$ cat src/hw/rtl/dzod_pkg.sv
// Package: shared types, codes and constants of the disparity zone obstacle detector.
`timescale 1ns / 1ps

package dzod_pkg;

  // Frame limits; pixels beyond these are not counted.
  localparam int unsigned MaxWidth  = 2048;
  localparam int unsigned MaxHeight = 2048;

  localparam int unsigned CntW   = 23;
  localparam int unsigned CfgW   = 12;
  localparam int unsigned CfgIdxW = 3;
  localparam int unsigned NumW   = 33;  // weight * negatives + 256 * highs
  localparam int unsigned DenW   = 24;  // rows * zone width
  localparam int unsigned HalfW  = 17;  // upper operand slice of the shared multiplier
  localparam int unsigned PpW    = HalfW + DenW;
  localparam int unsigned CrossW = NumW + DenW;

  localparam logic [CntW-1:0] CntMax = {CntW{1'b1}};
  localparam logic [6:0] PercentScale = 7'd100;

  localparam logic [11:0] FrameWidthRst     = 12'd640;
  localparam logic [11:0] CountedRowsRst    = 12'd360;
  localparam logic [11:0] CenterBeginRst    = 12'd160;
  localparam logic [11:0] CenterEndRst      = 12'd544;
  localparam logic [7:0]  HighThresholdRst  = 8'd75;
  localparam logic [8:0]  NegativeWeightRst = 9'd77;
  localparam logic [6:0]  CenterPercentRst  = 7'd30;

  typedef enum logic [CfgIdxW-1:0] {
    CfgFrameWidth     = 3'd0,
    CfgCountedRows    = 3'd1,
    CfgCenterBegin    = 3'd2,
    CfgCenterEnd      = 3'd3,
    CfgHighThreshold  = 3'd4,
    CfgNegativeWeight = 3'd5,
    CfgCenterPercent  = 3'd6
  } cfg_idx_e;

  typedef enum logic [1:0] {
    DirStraight = 2'd0,
    DirPlus     = 2'd1,
    DirMinus    = 2'd2
  } dir_e;

  typedef enum logic [3:0] {
    StCount = 4'd0,
    StPrep  = 4'd1,
    StScore = 4'd2,
    StBlock = 4'd3,
    StMul0  = 4'd4,
    StMul1  = 4'd5,
    StMul2  = 4'd6,
    StMul3  = 4'd7,
    StDone  = 4'd8
  } state_e;

  typedef struct packed {
    logic signed [8:0] disparity;
    logic [10:0]       row;
    logic [10:0]       col;
    logic              end_of_frame;
  } pixel_t;

  typedef struct packed {
    dir_e            direction;
    logic            center_blocked;
    logic [CntW-1:0] center_high_count;
    logic [CntW-1:0] center_negative_count;
  } result_t;

  typedef struct packed {
    logic       count;
    logic       prep;
    logic       score;
    logic       block;
    logic       mul;
    logic [1:0] mul_step;
    logic       finish;
  } cmd_t;

  typedef struct packed {
    logic out_free;
  } status_t;

endpackage

$ cat src/hw/rtl/dzod_ctrl.sv
// Controller: sequences pixel counting and the end-of-frame decision.
`timescale 1ns / 1ps

module dzod_ctrl (
  input  logic             clk_i,
  input  logic             rst_ni,
  input  logic             in_valid_i,
  input  logic             eof_i,
  output logic             in_ready_o,
  input  dzod_pkg::status_t status_i,
  output dzod_pkg::cmd_t   cmd_o
);

  dzod_pkg::state_e state_q, state_d;

  always_ff @(posedge clk_i or negedge rst_ni) begin
    if (!rst_ni) begin
      state_q <= dzod_pkg::StCount;
    end else begin
      state_q <= state_d;
    end
  end

  always_comb begin
    state_d = state_q;
    case (state_q)
      dzod_pkg::StCount: begin
        if (in_valid_i && eof_i) state_d = dzod_pkg::StPrep;
      end
      dzod_pkg::StPrep:  state_d = dzod_pkg::StScore;
      dzod_pkg::StScore: state_d = dzod_pkg::StBlock;
      dzod_pkg::StBlock: state_d = dzod_pkg::StMul0;
      dzod_pkg::StMul0:  state_d = dzod_pkg::StMul1;
      dzod_pkg::StMul1:  state_d = dzod_pkg::StMul2;
      dzod_pkg::StMul2:  state_d = dzod_pkg::StMul3;
      dzod_pkg::StMul3:  state_d = dzod_pkg::StDone;
      dzod_pkg::StDone: begin
        if (status_i.out_free) state_d = dzod_pkg::StCount;
      end
      default: state_d = dzod_pkg::StCount;
    endcase
  end

  always_comb begin
    cmd_o      = '0;
    in_ready_o = 1'b0;
    case (state_q)
      dzod_pkg::StCount: begin
        in_ready_o   = 1'b1;
        cmd_o.count  = in_valid_i;
      end
      dzod_pkg::StPrep:  cmd_o.prep  = 1'b1;
      dzod_pkg::StScore: cmd_o.score = 1'b1;
      dzod_pkg::StBlock: cmd_o.block = 1'b1;
      dzod_pkg::StMul0: begin
        cmd_o.mul      = 1'b1;
        cmd_o.mul_step = 2'd0;
      end
      dzod_pkg::StMul1: begin
        cmd_o.mul      = 1'b1;
        cmd_o.mul_step = 2'd1;
      end
      dzod_pkg::StMul2: begin
        cmd_o.mul      = 1'b1;
        cmd_o.mul_step = 2'd2;
      end
      dzod_pkg::StMul3: begin
        cmd_o.mul      = 1'b1;
        cmd_o.mul_step = 2'd3;
      end
      dzod_pkg::StDone: cmd_o.finish = status_i.out_free;
      default: begin
        cmd_o      = '0;
        in_ready_o = 1'b0;
      end
    endcase
  end

`ifndef ASSERT_OFF
  a_eof_stalls_input: assert property (@(posedge clk_i) disable iff (!rst_ni)
    (in_valid_i && in_ready_o && eof_i) |=> !in_ready_o)
    else $error("input still ready after end-of-frame beat");
  a_finish_needs_room: assert property (@(posedge clk_i) disable iff (!rst_ni)
    cmd_o.finish |-> status_i.out_free)
    else $error("result loaded while output register full");
  a_no_count_in_decision: assert property (@(posedge clk_i) disable iff (!rst_ni)
    (cmd_o.prep || cmd_o.score || cmd_o.block || cmd_o.mul) |-> !cmd_o.count)
    else $error("pixel counted during decision");
`endif

endmodule

$ cat config.mk
export PLATFORM = sky130hd
export DESIGN_NAME = dzod_ctrl
export DESIGN_NICKNAME = d
export VERILOG_FILES = /design/src/hw/rtl/dzod_pkg.sv /design/src/hw/rtl/dzod_ctrl.sv
export SDC_FILE = /design/constraint.sdc
export NUM_CORES = 1
export LEC_CHECK = 0
export ABC_AREA = 1
export BUFFER_PORTS_ARGS = -buffer_cell sky130_fd_sc_hd__buf_2
export CAP_MARGIN = 20
export CORE_AREA = 2 2 39 41
export CTS_CLUSTER_SIZE = 16
export DETAILED_ROUTE_END_ITERATION = 7
export DIE_AREA = 0 0 41 43
export MAX_ROUTING_LAYER = met4
export SLEW_MARGIN = 20
export SYNTH_ARGS = -nofsm -noshare
export SYNTH_HDL_FRONTEND = slang
export SYNTH_SLANG_ARGS = --single-unit
$ cat constraint.sdc
create_clock -name clk_i -period 1.1 [get_ports clk_i]
set_clock_uncertainty 0.05 [all_clocks]
set_input_delay 0 -clock clk_i [delete_from_list [all_inputs] [get_ports clk_i]]
set_output_delay 0 -clock clk_i [all_outputs]
set_load 0.1 [all_outputs]
==> impl_metrics.toml <==
[clocking]
cts_buffer_depth = 2
cts_tree = "done"
clock-sinks = 4
ctsHtreeMaxLevel = 1
worst_skew_pair.late_latency_ps = 240
cts_made_buffers = 3
cts_root_buf = "clkbuf_4"
path_clk_slew_ps = 40

[final_layout]
n_antenna_cell = 0
drive_gt1_share_pct = 76.56
final_area_um2 = 703.2
largest-register = "state_q"
syn_to_final_growth_pct = 195.8
fin_nets = 70
largest_register_ffs = 4
reg.largest.list = "state_q x4"
final_common_cell = "buf_12"
final_cell_mix = "buf_12, nor2_4, buf_4"

[placed_design]
portBuffers = 13
dpl_cell_area_um2 = 549.3
dp_hpwl_um = 515.7
place.gp.congestion = 0.8413

[yosys]
netlist_instances = 36
netlist_area_um2 = 237.7
yosysWarnings = 0
ys_seq_area_share_pct = 42.11
syn_avg_cell_area_um2 = 6.604
ys_seq_elements = 4
ys_types = 10
syn_nets = 41

[timing]
finalSetupViolCount = 11
worstMarginPinSlew_ps = 252.4
slew_violations = 0
slew_headroom_pct = 83.04
setup_slack_ps = -219.1
final.setup.tns_ps = -1880
layout_min_cycle_time_ps = 1319
hold_viol = 0
fmax_ghz = 0.7581
finalCritPeriodShare_pct = 119.9
grt_setup_unrepaired = "true"

[worst_setup_path]
worst_r2r_endpoint = "state_q[2]"
slowest_delay_ps = 410
critPathSlowestCell = "dfrtp_1"
r2r-start = "state_q[3]"
worstRegToRegCells = 5
r2r_setup_slack_ps = -90
crit_path_end_kind = "primary output"
start_kind = "register"
crit_fanout = 3
arrival_ps = 1270
crit_chain = "buf_6 -> nand2_1 -> inv_2 -> nand2_2 -> clkinvlp_4 -> buf_12"
worstPathRequired_ps = 1050
path_class = "register to primary output"

[grt]
grt_start_max_net_pins = 6
grt_most_used_layer = "met2"
grt_pass1_vias = 348
grt_pass1_wl_um = 1317
track_usage_pct = 11.27
grt-ovfl-total = 0
globalRouteMet2Util_pct = 19.38
met3_usage_pct = 1.571
use_met1_pct = 11.44
grt_antenna_before_repair = 0

[die]
die_h_um = 43
coreArea_um2 = 1384
die_width_um = 41
ios = 14
start_util_pct = 17.18
dieArea_um2 = 1763
rows = 14

[run]
max_cap_violations = 0

[run_status]
status = "finished, violations left"
violations = "negative setup slack"

[min_path]
hp-class = "primary input to async pin"

[drt]
final_antenna_net_count = 0
remaining_drc_errors = 0
drtPass1Iterations = 4
wire_per_inst_um = 9.825
wl_um = 786
drt_iter0_markers = 3
vias_per_cell = 4.100
via_count = 328
## layout make-up
cell class / count / area [um2]
clock buffer: 4 / 26.28
fill: 126 / 680.7
inverter: 9 / 47.55
multi-input combinational: 23 / 206.4
sequential: 4 / 102.6
tap: 16 / 20.02
timing repair buffer: 24 / 300.3
## synthesized netlist by cell type
library cell,count,area (um2)
inv_1,9,33.78
nand2_1,7,26.28
nor2_1,6,22.52
dfrtp_1,4,100.1
nand3_1,2,10.01
nor2_2,2,12.51
nor3_1,2,10.01
o21ai_0,2,10.01
nand2_2,1,6.260
nor4_1,1,6.260
## layer usage
| layer | vias up | part of all wire [%] |
|---|---|---|
| met5 | - | 0 |
| met4 | 0 | 1.0 |
| met3 | 2 | 4.6 |
| met2 | 13 | 63 |
| met1 | 150 | 31 |
| li1 | 163 | - |
## critical path, delay by kind of cell, from the launching register on
family | cells | cell delay [ps]
DFF | 1 | 410
and+or+nand+nor | 2 | 160
buffers and inverters | 4 | 460
## through the flow
stage	util (%)	instances	setup WS [ps]	hold slack, ps
after floorplan	-	36	-488.3	-345.6
after CTS	48.28	77	-231.6	38.50
after global placement	39.69	67	-24.72	-244.2
final	50.81	80	-219.1	42.82
after global routing	50.81	80	-278.4	51.64
after detailed placement	39.69	67	-29.75	-241.5
## logic make-up (layout without fill, tap and decap cells)
family	after synthesis	count (layout)	synth area share, %
buffers and inverters	9	37	14.21
AOI/OAI and AO/OA	2	2	4.211
DFF	4	4	42.11
and+or+nand+nor	21	21	39.48
## worst max path at each step
| stage | start | to | depth (start not counted) |
|---|---|---|---|
| final | state_q[1] | cmd_o[4] | 6 |
| after global routing | state_q[0] | cmd_o[6] | 3 |
| after CTS | state_q[1] | cmd_o[4] | 6 |
| after detailed placement | state_q[3] | cmd_o[7] | 4 |
| after global placement | state_q[3] | cmd_o[7] | 4 |
| after floorplan | state_q[0] | cmd_o[6] | 2 |
## what timing repair did
item | CTS | global route
hold endpoints to repair | 4 | 0
resized for setup | 13 | 3
setup buffers | 5 | 3
pin swaps | 4 | 2
endpoints found under the setup margin | 9 | 11
hold buffers | 1 | 0
Power is not shown: default switching activity piles up to over one toggle a cycle in this logic, so the estimate is an artifact.
